==> config.mk <==
export PLATFORM = sky130hd
export DESIGN_NAME = dct_coefficient_stego_extractor_flat
export DESIGN_NICKNAME = d
export VERILOG_FILES = /design/src/hdl/dcse_pkg.sv /design/src/hdl/dcse_coef_if.sv /design/src/hdl/dcse_byte_if.sv /design/src/hdl/dcse_step.sv /design/src/hdl/dct_coefficient_stego_extractor.sv /design/src/flat_wrapper.sv
export VERILOG_INCLUDE_DIRS = /design/src /design/src/hdl
export SDC_FILE = /design/constraint.sdc
export NUM_CORES = 1
export LEC_CHECK = 0
export ABC_AREA = 1
export BUFFER_PORTS_ARGS = -buffer_cell sky130_fd_sc_hd__clkbuf_2
export CAP_MARGIN = 20
export CORE_ASPECT_RATIO = 0.8
export CORE_MARGIN = 10
export CORE_UTILIZATION = 28
export CTS_BUF_LIST = sky130_fd_sc_hd__clkbuf_4
export DETAILED_ROUTE_END_ITERATION = 8
export GPL_ROUTABILITY_DRIVEN = 0
export SYNTH_ARGS = -nofsm -noshare
export SYNTH_HDL_FRONTEND = slang
export SYNTH_SLANG_ARGS = --single-unit
==> constraint.sdc <==
create_clock -name clk -period 9.1 [get_ports clk]
set_clock_uncertainty 0.1 [all_clocks]
set_input_delay 0.91 -clock clk [delete_from_list [all_inputs] [get_ports clk]]
set_output_delay 0.91 -clock clk [all_outputs]
set_load 0.03 [all_outputs]
==> src/hdl/assert_macros.svh <==
// Assertion macros shared by the RTL; compiled out for synthesis.
`ifndef ASSERT_MACROS_SVH
`define ASSERT_MACROS_SVH
`ifndef SYNTHESIS
`define ASSERT_CLK(label, clk, rst_n, prop, msg) \
    label: assert property (@(posedge clk) disable iff (!rst_n) prop) else $error(msg);
`define ASSERT_NEVER(label, clk, rst_n, expr, msg) \
    label: assert property (@(posedge clk) disable iff (!rst_n) !(expr)) else $error(msg);
`else
`define ASSERT_CLK(label, clk, rst_n, prop, msg)
`define ASSERT_NEVER(label, clk, rst_n, expr, msg)
`endif
`endif

==> src/hdl/dcse_pkg.sv <==
// Shared types and constants for the DCT coefficient message extractor.
`default_nettype none
package dcse_pkg;

    localparam int COEF_W = 16;
    localparam int POS_W  = 6;
    localparam int MAG_W  = COEF_W + 1;
    localparam int BYTE_W = 8;
    localparam int LEN_W  = 16;
    localparam int WGT_W  = 4;
    localparam int ACC_W  = 6;

    localparam logic [MAG_W-1:0] HEADER_MIN_MAG = MAG_W'(15);
    localparam logic [MAG_W-1:0] DATA_MIN_MAG   = MAG_W'(4);

    // One result of one step of the extractor
    typedef struct packed {
        logic              valid;
        logic [BYTE_W-1:0] data;
        logic              last;
    } step_res_t;

endpackage
`default_nettype wire

==> src/hdl/dcse_coef_if.sv <==
// Valid/ready channel carrying one coefficient with its block position.
`default_nettype none
interface dcse_coef_if
    import dcse_pkg::*;
();
    logic              valid;
    logic              ready;
    logic [COEF_W-1:0] coefficient;
    logic [POS_W-1:0]  position;
    logic              start_of_image;

    modport source (output valid, output coefficient, output position,
                    output start_of_image, input ready);
    modport sink   (input valid, input coefficient, input position,
                    input start_of_image, output ready);
endinterface
`default_nettype wire

==> src/hdl/dcse_byte_if.sv <==
// Valid/ready channel carrying one extracted message byte.
`default_nettype none
interface dcse_byte_if
    import dcse_pkg::*;
();
    logic              valid;
    logic              ready;
    logic [BYTE_W-1:0] message_byte;
    logic              last_byte;

    modport source (output valid, output message_byte, output last_byte, input ready);
    modport sink   (input valid, input message_byte, input last_byte, output ready);
endinterface
`default_nettype wire

==> src/hdl/dcse_step.sv <==
// Header/data state machine: decodes one registered coefficient per step.
`default_nettype none
module dcse_step
    import dcse_pkg::*;
(
    input  wire logic              clk,
    input  wire logic              rst_n,
    input  wire logic              step,
    input  wire logic [COEF_W-1:0] coefficient,
    input  wire logic [POS_W-1:0]  position,
    input  wire logic              start_of_image,
    output step_res_t              res
);

    typedef enum logic [2:0] {
        PH_COUNT   = 3'd0,
        PH_WEIGHTS = 3'd1,
        PH_START   = 3'd2,
        PH_DATA    = 3'd3,
        PH_DONE    = 3'd4,
        PH_STUCK   = 3'd5
    } phase_t;

    phase_t           phase_reg, phase_next, phase_cur;
    logic [WGT_W-1:0] weight_reg, weight_next, weight_cur;
    logic [LEN_W-1:0] length_reg, length_next, length_cur;
    logic [LEN_W-1:0] emitted_reg, emitted_next, emitted_cur;
    logic [1:0]       pairs_reg, pairs_next, pairs_cur;
    logic [ACC_W-1:0] acc_reg, acc_next, acc_cur;
    logic [MAG_W-1:0] mag;
    logic [LEN_W-1:0] emitted_inc;
    logic             header_hit;

    // two's complement magnitude; -32768 gives 32768
    assign mag = coefficient[COEF_W-1]
               ? MAG_W'(0) - {coefficient[COEF_W-1], coefficient}
               : {1'b0, coefficient};
    assign header_hit  = mag > HEADER_MIN_MAG;
    assign emitted_inc = emitted_cur + LEN_W'(1);

    always_comb
    begin
        // start of image clears state before this coefficient is handled
        phase_cur   = start_of_image ? PH_COUNT : phase_reg;
        weight_cur  = start_of_image ? '0 : weight_reg;
        length_cur  = start_of_image ? '0 : length_reg;
        emitted_cur = start_of_image ? '0 : emitted_reg;
        pairs_cur   = start_of_image ? '0 : pairs_reg;
        acc_cur     = start_of_image ? '0 : acc_reg;

        phase_next   = phase_cur;
        weight_next  = weight_cur;
        length_next  = length_cur;
        emitted_next = emitted_cur;
        pairs_next   = pairs_cur;
        acc_next     = acc_cur;
        res          = '0;

        if (position != '0)
        begin
            unique case (phase_cur)
                PH_COUNT:
                begin
                    if (header_hit)
                    begin
                        weight_next = mag[WGT_W-1:0];
                        length_next = '0;
                        phase_next  = (mag[WGT_W-1:0] == '0) ? PH_STUCK : PH_WEIGHTS;
                    end
                end
                PH_WEIGHTS:
                begin
                    if (header_hit)
                    begin
                        if (mag[0])
                            length_next = length_cur + (LEN_W'(1) << weight_cur);
                        weight_next = weight_cur - WGT_W'(1);
                        if (weight_cur == WGT_W'(1))
                            phase_next = PH_START;
                    end
                end
                PH_START:
                begin
                    if (header_hit)
                    begin
                        phase_next   = PH_DATA;
                        emitted_next = '0;
                        pairs_next   = '0;
                        acc_next     = '0;
                    end
                end
                PH_DATA:
                begin
                    if (mag >= DATA_MIN_MAG)
                    begin
                        if (pairs_cur != 2'd3)
                        begin
                            acc_next   = {acc_cur[ACC_W-3:0], mag[1:0]};
                            pairs_next = pairs_cur + 2'd1;
                        end
                        else
                        begin
                            res.valid  = 1'b1;
                            res.data   = {acc_cur, mag[1:0]};
                            pairs_next = '0;
                            acc_next   = '0;
                            // zero byte count: stream forever, never mark last
                            if (length_cur != '0)
                            begin
                                emitted_next = emitted_inc;
                                if (emitted_inc == length_cur)
                                begin
                                    res.last   = 1'b1;
                                    phase_next = PH_DONE;
                                end
                            end
                        end
                    end
                end
                default:
                begin
                    // done, stuck header and unused codes ignore input
                end
            endcase
        end
    end

    always_ff @(posedge clk or negedge rst_n)
    begin
        if (!rst_n)
        begin
            phase_reg   <= PH_COUNT;
            weight_reg  <= '0;
            length_reg  <= '0;
            emitted_reg <= '0;
            pairs_reg   <= '0;
            acc_reg     <= '0;
        end
        else if (step)
        begin
            phase_reg   <= phase_next;
            weight_reg  <= weight_next;
            length_reg  <= length_next;
            emitted_reg <= emitted_next;
            pairs_reg   <= pairs_next;
            acc_reg     <= acc_next;
        end
    end

endmodule
`default_nettype wire

==> src/hdl/dct_coefficient_stego_extractor.sv <==
// Path: a coefficient passes the input register, then the result register, before its byte is valid.
// Throughput: one coefficient per cycle; the single-pass decode between the two registers
// sets it, and a held result only stalls the input once both registers are full.
// Reset: rst_n asynchronously clears the phase, header and byte counters and both valids.
// start_of_image on a coefficient clears the phase, header and byte counters before that coefficient is decoded.
`default_nettype none
`include "assert_macros.svh"
module dct_coefficient_stego_extractor
    import dcse_pkg::*;
(
    input  wire logic   clk,
    input  wire logic   rst_n,
    dcse_coef_if.sink   coef,
    dcse_byte_if.source msg
);

    logic              in_valid_reg;
    logic [COEF_W-1:0] coef_reg;
    logic [POS_W-1:0]  pos_reg;
    logic              sof_reg;
    logic              res_valid_reg;
    logic [BYTE_W-1:0] byte_reg;
    logic              last_reg;
    logic              advance;
    logic              step;
    step_res_t         step_res;

    assign advance    = !res_valid_reg || msg.ready;
    assign step       = in_valid_reg && advance;
    assign coef.ready = !in_valid_reg || advance;

    always_ff @(posedge clk or negedge rst_n)
    begin
        if (!rst_n)
            in_valid_reg <= 1'b0;
        else if (coef.ready)
            in_valid_reg <= coef.valid;
    end

    always_ff @(posedge clk)
    begin
        if (coef.valid && coef.ready)
        begin
            coef_reg <= coef.coefficient;
            pos_reg  <= coef.position;
            sof_reg  <= coef.start_of_image;
        end
    end

    dcse_step u_step (
        .clk            (clk),
        .rst_n          (rst_n),
        .step           (step),
        .coefficient    (coef_reg),
        .position       (pos_reg),
        .start_of_image (sof_reg),
        .res            (step_res)
    );

    always_ff @(posedge clk or negedge rst_n)
    begin
        if (!rst_n)
            res_valid_reg <= 1'b0;
        else if (advance)
            res_valid_reg <= step && step_res.valid;
    end

    always_ff @(posedge clk)
    begin
        if (step && step_res.valid)
        begin
            byte_reg <= step_res.data;
            last_reg <= step_res.last;
        end
    end

    assign msg.valid        = res_valid_reg;
    assign msg.message_byte = byte_reg;
    assign msg.last_byte    = last_reg;

    `ASSERT_CLK(a_empty_result_takes_input, clk, rst_n, !res_valid_reg |-> coef.ready, "input stalled with empty result register")
    `ASSERT_CLK(a_held_result_blocks_step, clk, rst_n, (res_valid_reg && !msg.ready) |-> !step, "step taken while result waits")
    `ASSERT_NEVER(a_last_implies_valid, clk, rst_n, step_res.last && !step_res.valid, "last flag without a byte")
    `ASSERT_CLK(a_no_byte_after_last, clk, rst_n, (step && step_res.valid && step_res.last) |=> !(step && step_res.valid && !sof_reg), "byte after last without start of image")

endmodule
`default_nettype wire

==> src/flat_wrapper.sv <==
// flat-port wrapper written by rule: the top's interface ports become plain ports
module dct_coefficient_stego_extractor_flat import dcse_pkg::*;
  (clk, rst_n, coef_valid, coef_coefficient, coef_position, coef_start_of_image, coef_ready, msg_valid, msg_message_byte, msg_last_byte, msg_ready);
  dcse_coef_if coef_i ();
  dcse_byte_if msg_i ();
  input  wire logic clk;
  input  wire logic rst_n;
  input wire logic [$bits(coef_i.valid)-1:0] coef_valid;
  input wire logic [$bits(coef_i.coefficient)-1:0] coef_coefficient;
  input wire logic [$bits(coef_i.position)-1:0] coef_position;
  input wire logic [$bits(coef_i.start_of_image)-1:0] coef_start_of_image;
  output wire logic [$bits(coef_i.ready)-1:0] coef_ready;
  output wire logic [$bits(msg_i.valid)-1:0] msg_valid;
  output wire logic [$bits(msg_i.message_byte)-1:0] msg_message_byte;
  output wire logic [$bits(msg_i.last_byte)-1:0] msg_last_byte;
  input wire logic [$bits(msg_i.ready)-1:0] msg_ready;
  assign coef_i.valid = coef_valid;
  assign coef_i.coefficient = coef_coefficient;
  assign coef_i.position = coef_position;
  assign coef_i.start_of_image = coef_start_of_image;
  assign coef_ready = coef_i.ready;
  assign msg_valid = msg_i.valid;
  assign msg_message_byte = msg_i.message_byte;
  assign msg_last_byte = msg_i.last_byte;
  assign msg_i.ready = msg_ready;
  dct_coefficient_stego_extractor u_core (.clk(clk), .rst_n(rst_n), .coef(coef_i), .msg(msg_i));
endmodule
# Word-level counts from Yosys, hierarchy flattened
# Cells that the tools add are included.
dict set report word_totals {
  out_inout_bits 11
  regBits 81
}
dict set report op_classes {
  n_eq_ne 6
  bitwise_logic 4
  reduce_logical 13
  magnitude_cmp 2
  addsub 5
  n_mux 49
  shifts 1
}
# operator n
set ops {}
lappend ops {{$mux W16} 11}
lappend ops {{$pmux W16 S2} 2}
lappend ops {{$mux W10} 4}
lappend ops {{$mux W3} 11}
lappend ops {{$mux W6} 5}
lappend ops {{$ge A17 B3 Y1 const B} 1}
lappend ops {{$gt A17 B4 Y1 const B} 1}
lappend ops {{$mux W17} 1}
lappend ops {{$sub A1 B16 Y17 const A} 1}
lappend ops {{$add A16 B1 Y16 const B} 1}
lappend ops {{$add A16 B16 Y16} 1}
lappend ops {{$eq A16 B16 Y1} 1}
lappend ops {{$mux W4} 4}
lappend ops {{$reduce_bool A16 Y1} 1}
lappend ops {{$shl A1 B4 Y16 const A} 1}
lappend ops {{$pmux W3 S4} 1}
lappend ops {{$pmux W6 S2} 1}
lappend ops {{$mux W2} 5}
lappend ops {{$pmux W4 S2} 1}
lappend ops {{$eq A3 B2 Y1 const B} 2}
lappend ops {{$reduce_bool A6 Y1} 1}
lappend ops {{$reduce_or A5 Y1} 1}
lappend ops {{$eq A4 B1 Y1 const B} 1}
lappend ops {{$logic_not A4 Y1} 1}
lappend ops {{other kinds (12)} 20}

# Longest topological paths before layout
dict set report depth {
  depth_word 10
  depth_mapped 24
  depth_no_buf 23
}

# By module
# A second synthesis with hierarchy kept.
dict set report unflattened {
  cells_unflattened 1220
  area_unflattened_um2 7618.6
}
# module seq_area_each_um2 cells_each area_per_inst_um2 instances
set modules_own_cells {}
lappend modules_own_cells {dcse_step 1176.1 1173 6551.3 1}
lappend modules_own_cells {dct_coefficient_stego_extractor 1011.0 47 1067.3 1}

# Worst setup path before layout
# Ideal clock, no wire load.
dict set report synth_path {
  kind {register to register}
  startpoint {reg u_core.sof_reg}
  endpoint {reg u_core.u_step.length_reg[12]}
  slack_ns 5.972
  setup_time_ns 0.077
  arrival_ns 2.951
  stages_incl_launch_ff 23
  n_path_buf 2
  cell_sequence {edfxtp_1 -> buf_6 -> clkbuf_1 -> nor2_1 -> nor2_1 -> inv_1 -> nor2_1 -> inv_1 -> nor2_1 -> ha_1 -> fa_1 -> nand3_1 -> nand3_1 -> nand3_1 -> nand2_1 -> nand2_1 -> nand2_1 -> a21oi_1 -> o21ai_0 -> xor2_1 -> nand2_1 -> nand3_1 -> a21oi_1}
}
dict set report synth_between {
  elab_chain_len 7
  word_cells_on_any_way 12
  cone_classes {1 x add/sub; 1 x eq/ne; 1 x shift; 8 x mux; 1 x reduce/logical}
}
# element line
set synth_lines {}
lappend synth_lines {{start: declaration} dct_coefficient_stego_extractor.sv:20} ;# logic sof_reg;
lappend synth_lines {{start signal: assignment} dct_coefficient_stego_extractor.sv:46} ;# sof_reg <= coef.start_of_image;
lappend synth_lines {{$mux W4} dcse_step.sv:45} ;# weight_cur = start_of_image ? '0 : weight_reg;
lappend synth_lines {{$shl A1 B4 Y16} dcse_step.sv:76} ;# length_next = length_cur + (LEN_W'(1) << weight_cur);
lappend synth_lines {{$add A16 B16 Y16} dcse_step.sv:76}
lappend synth_lines {{$mux W16} dcse_step.sv:75} ;# if (mag[0])
lappend synth_lines {{$mux W16} dcse_step.sv:73} ;# if (header_hit)
lappend synth_lines {{$pmux W16 S2} dcse_step.sv:61} ;# unique case (phase_cur)
lappend synth_lines {{$mux W16 (*)} dcse_step.sv:59} ;# if (position != '0)
lappend synth_lines {{end signal: assignment} dcse_step.sv:143} ;# length_reg <= length_next;
lappend synth_lines {{end: declaration} dcse_step.sv:26} ;# logic [LEN_W-1:0] length_reg, length_next, length_cur;
# Mark *: on every way between the ends. The rest lies on a longest branch, timed or not.
# A chain may end at the register's enable or synchronous reset.

# Final worst setup path
dict set report layout_path {
  startpoint {reg u_core.coef_reg[0]}
  endpoint {reg u_core.byte_reg[2] (netlist: u_core.msg.message_byte[2]), enable pin}
}
dict set report layout_between {
  elab_chain_len 7
}
# element line
set layout_lines {}
lappend layout_lines {{start: declaration} dct_coefficient_stego_extractor.sv:18} ;# logic [COEF_W-1:0] coef_reg;
lappend layout_lines {{start signal: assignment} dct_coefficient_stego_extractor.sv:44} ;# coef_reg <= coef.coefficient;
lappend layout_lines {{$sub A1 B16 Y17} dcse_step.sv:36} ;# ? MAG_W'(0) - {coefficient[COEF_W-1], coefficient}
lappend layout_lines {{$mux W17 (*)} dcse_step.sv:36}
lappend layout_lines {{$ge A17 B3 Y1 (*)} dcse_step.sv:94} ;# if (mag >= DATA_MIN_MAG)
lappend layout_lines {{$mux W10 (*)} dcse_step.sv:94}
lappend layout_lines {{$mux W10 (*)} dcse_step.sv:61}
lappend layout_lines {{$mux W10 (*)} dcse_step.sv:59}
lappend layout_lines {{$logic_and A1 B1 Y1 (*)} dct_coefficient_stego_extractor.sv:70} ;# if (step && step_res.valid)
lappend layout_lines {{end signal: assignment} dct_coefficient_stego_extractor.sv:72} ;# byte_reg <= step_res.data;
lappend layout_lines {{end: declaration} dct_coefficient_stego_extractor.sv:22} ;# logic [BYTE_W-1:0] byte_reg;
# Marked as above.

==> results.rst <==
.. list-table::
   :header-rows: 1

   * - Metric
     - Value
   * - Clk buf depth
     - 2
   * - Required time at the endpoint of the critical path
     - 9.18 ns
   * - Post-route DRC violation count
     - 0
   * - Number of distinct standard cells referenced by the synthesized netlist
     - 46
   * - F_max
     - 0.2604 GHz
   * - Clock sink count
     - 81
   * - CTS Root Buffer Type
     - sky130_fd_sc_hd__clkbuf_4
   * - Start point of the critical path
     - u_core.coef_reg[0]
   * - Most used flip-flop cell after synthesis
     - sky130_fd_sc_hd__dfrtp_1
   * - Setup Fix Bufs, Post-CTS
     - 0
   * - Fin crit share
     - 0.4220
   * - Unrepaired setup endpoints after global routing
     - false
   * - Routed length per instance
     - 14.91 um
   * - Synthesis-stage register bit count
     - 81
   * - P per Cell Area
     - 144.7 mW/mm^2
   * - Number of buffers added by the clock tree synthesis step
     - 9
   * - Share of the synthesized area in the top cell type
     - 0.1753
   * - Std-Cell Rows
     - 51
   * - GRT overflow
     - 0
   * - Setup slack, reg-to-reg
     - 5.26 ns
   * - Startpoint of the worst-slack reg-to-reg timing path
     - u_core.coef_reg[0]
   * - Lkg Pwr
     - 3.687 nW
   * - Ys async rst share
     - 0.6049
   * - Dpl cell area
     - 0.007373 sq mm
   * - Count of endpoints failing setup in the final report
     - 0
   * - Clock network latency to the later pin of the worst-skew pair
     - 0.49 ns
   * - Synthesized net count
     - 1105
   * - Most frequent cells in the layout
     - 296 x sky130_fd_sc_hd__nand2_1, 116 x sky130_fd_sc_hd__nor2_1, 109 x sky130_fd_sc_hd__nand3_1
   * - Maximum number of pins on one net before global-route repair
     - 50
   * - Slew at the pin closest to its max-slew limit
     - 1.028 ns
   * - Run status
     - complete, no violations
   * - Pins over their slew limit
     - 0
   * - Io pins
     - 38
   * - Via density per instance
     - 5.092
   * - Post-cts hold buffer count
     - 0
   * - Count of cells along the worst register-to-register path
     - 10
   * - Via count of the first global-routing pass
     - 6316
   * - Cell types occupying the most area after synthesis
     - sky130_fd_sc_hd__dfrtp_1 18%, sky130_fd_sc_hd__nand2_1 16%, sky130_fd_sc_hd__edfxtp_1 14%
   * - Worst min-delay path startpoint
     - u_core.u_step.acc_reg[0]
   * - Vias
     - 7113
   * - Drt total wl
     - 20.82 mm
   * - Endpoint with the worst hold slack
     - u_core.u_step.acc_reg[0]
   * - Worst VDD drop
     - 0.00008173 V
   * - Share of post-route cells with drive strength above 1
     - 0.09091
   * - Post-route cell area
     - 0.007564 sq mm
   * - Final hold violation count
     - 0
   * - Data arrival, critical path
     - 3.92 ns
   * - Most frequent standard cell in the layout excluding fill and tap cells
     - sky130_fd_sc_hd__nand2_1
   * - # resized after CTS
     - 0
   * - Total Nets Final
     - 1119
   * - Global-route total usage across every layer
     - 0.1310
   * - Drt first pass iters
     - 5
   * - CP startpoint kind
     - flop
   * - Share of the yosys chip area belonging to registers
     - 0.3126
   * - Number of port buffers
     - 37
   * - Floorplan die width
     - 196.7 um
   * - Kind of capture point of the worst setup path
     - flop
   * - Core Footprint
     - 0.02444 sq mm
   * - Relative area change from synthesis to final layout
     - 8.101%
   * - Terminus of the critical flop-to-flop path
     - u_core.msg.message_byte[2]
   * - Wire length of the first global-routing pass
     - 34.20 mm
   * - Path type of the worst min-delay path
     - flop to flop
   * - Per-instance average area after synthesis
     - 6.607 sq um
   * - Max-slew headroom at the worst pin
     - 0.3119
   * - H-tree lvl count
     - 3
   * - Die height
     - 161.4 um
   * - Initial Utilization
     - 0.2863
   * - Critical path class
     - flop to flop
   * - Initial antenna violation count
     - 1
   * - Netlist area before placement
     - 0.006997 sq mm
   * - CTS tree
     - done
   * - Post-synth top area cell
     - sky130_fd_sc_hd__dfrtp_1
   * - Final min period
     - 3.840 ns
   * - Antenna-violating nets left
     - 0
   * - Total negative slack for setup checks
     - 0 ns
   * - Post-synthesis instance total
     - 1059
   * - Largest fanout on the critical path
     - 24
   * - Synth Warn #
     - 0
   * - Clock transition time at the flip-flop clock pins of the worst setup and hold paths
     - 0.17 ns
   * - Number of violations reported at the end of detailed-routing iteration 0
     - 830
   * - Fillcell total
     - 2664
   * - EDFF count, synth
     - 32
   * - HPWL Detailed
     - 15.22 mm
   * - Max-cap violations
     - 0
   * - Area of the die
     - 0.03175 sq mm
   * - Hold Path Cell Cnt
     - 2
==> synth_stat cells, types with 4 or more instances <==
| cell type | n |
|---|---|
| sky130_fd_sc_hd__nand2_2 | 8 |
| sky130_fd_sc_hd__xnor2_1 | 7 |
| sky130_fd_sc_hd__buf_4 | 4 |
| sky130_fd_sc_hd__ha_1 | 18 |
| sky130_fd_sc_hd__inv_1 | 104 |
| sky130_fd_sc_hd__nand3_2 | 5 |
| sky130_fd_sc_hd__buf_6 | 10 |
| sky130_fd_sc_hd__buf_2 | 9 |
| sky130_fd_sc_hd__a31oi_1 | 5 |
| sky130_fd_sc_hd__nor2_2 | 7 |
| sky130_fd_sc_hd__nor2_1 | 116 |
| sky130_fd_sc_hd__o21ai_0 | 46 |
| sky130_fd_sc_hd__clkbuf_1 | 15 |
| sky130_fd_sc_hd__nand3_1 | 109 |
| sky130_fd_sc_hd__xor2_1 | 18 |
| sky130_fd_sc_hd__o21ai_1 | 23 |
| sky130_fd_sc_hd__nor3_1 | 18 |
| sky130_fd_sc_hd__nand2_1 | 296 |
| sky130_fd_sc_hd__inv_2 | 6 |
| sky130_fd_sc_hd__o211ai_1 | 16 |
| sky130_fd_sc_hd__nand4_1 | 15 |
| sky130_fd_sc_hd__edfxtp_1 | 32 |
| sky130_fd_sc_hd__dfrtp_1 | 49 |
| sky130_fd_sc_hd__a21oi_1 | 92 |
==> power breakdown <==
group          leakage [nW]  total [mW]  internal [mW]  switching, mW
Sequential            0.929       0.457          0.418         0.0389
Clock                 0.101       0.291          0.144          0.147
Combinational          2.66       0.347          0.109          0.238
Total                  3.69        1.09          0.671          0.424
==> worst max-delay path by stage <==
stage	slack, ns	cells past startpoint	endpoint
3_5_place_dp	5.34	17	u_core.u_step.length_reg[12]
5_1_grt	4.87	17	u_core.u_step.length_reg[12]
6_report	5.26	10	u_core.msg.message_byte[2]
4_1_cts	5.31	17	u_core.u_step.length_reg[12]
3_3_place_gp	5.43	10	u_core.msg.message_byte[0]
2_1_floorplan	5.97	22	u_core.u_step.length_reg[12]
==> per-layer routing <==
metal  GRT usage  vias up  wire length [um]
li1            -     3533                 -
met1      0.2030     3242             10480
met2      0.1757      309              8138
met3     0.03290       29              1937
met4     0.02338        0               272
met5           0        -                 0
==> stage by stage <==
step                      power, mW  worst slack (ns)  cells  hold slack [ns]  utilization
after floorplan              0.7159             5.972   1059           0.3492            -
after global placement       0.8025             5.432   1380           0.3641       0.3017
after detailed placement     0.8029             5.343   1380           0.3699       0.3017
after CTS                     1.095             5.312   1396           0.4070       0.3094
after global routing          1.171             4.873   1397           0.4420       0.3095
final                         1.095             5.260   1397           0.4068       0.3095
==> worst max-delay path, cell delays in order (launching register included) <==
cell                       delay [ns]
sky130_fd_sc_hd__edfxtp_1        0.61
sky130_fd_sc_hd__inv_2           0.28
sky130_fd_sc_hd__ha_1            0.24
sky130_fd_sc_hd__nand3_2         0.09
sky130_fd_sc_hd__nand2_1         0.09
sky130_fd_sc_hd__xor2_1          0.16
sky130_fd_sc_hd__nand3_1         0.16
sky130_fd_sc_hd__nor3_4          0.69
sky130_fd_sc_hd__nand2_2         0.51
sky130_fd_sc_hd__nand3_2         0.35
sky130_fd_sc_hd__nor2_1          0.22
==> layout make-up <==
| cell class | instances | area [sq um] | area share |
|---|---|---|---|
| Multi-Input combinational cell | 824 | 4115 | 0.5441 |
| Clock inverter | 6 | 112.6 | 0.01489 |
| Antenna cell | 1 | 2.502 | 0.0003309 |
| Inverter | 114 | 442.9 | 0.05856 |
| Clock buffer | 10 | 75.07 | 0.009926 |
| Timing Repair Buffer | 43 | 230.2 | 0.03044 |
| Tap cell | 318 | 397.9 | 0.05261 |
| Sequential cell | 81 | 2187 | 0.2892 |
==> cell families after synthesis <==
group / Yosys count / share of synthesized area
and+or+nand+nor: 590 / 0.3716
adders and majority gates: 19 / 0.03505
AOI/OAI and AO/OA: 188 / 0.1434
xor gates and xnor gates: 27 / 0.03809
DFF: 81 / 0.3126
buffers and inverters: 154 / 0.09925
Note: power is estimated with default switching activity, not from simulation.
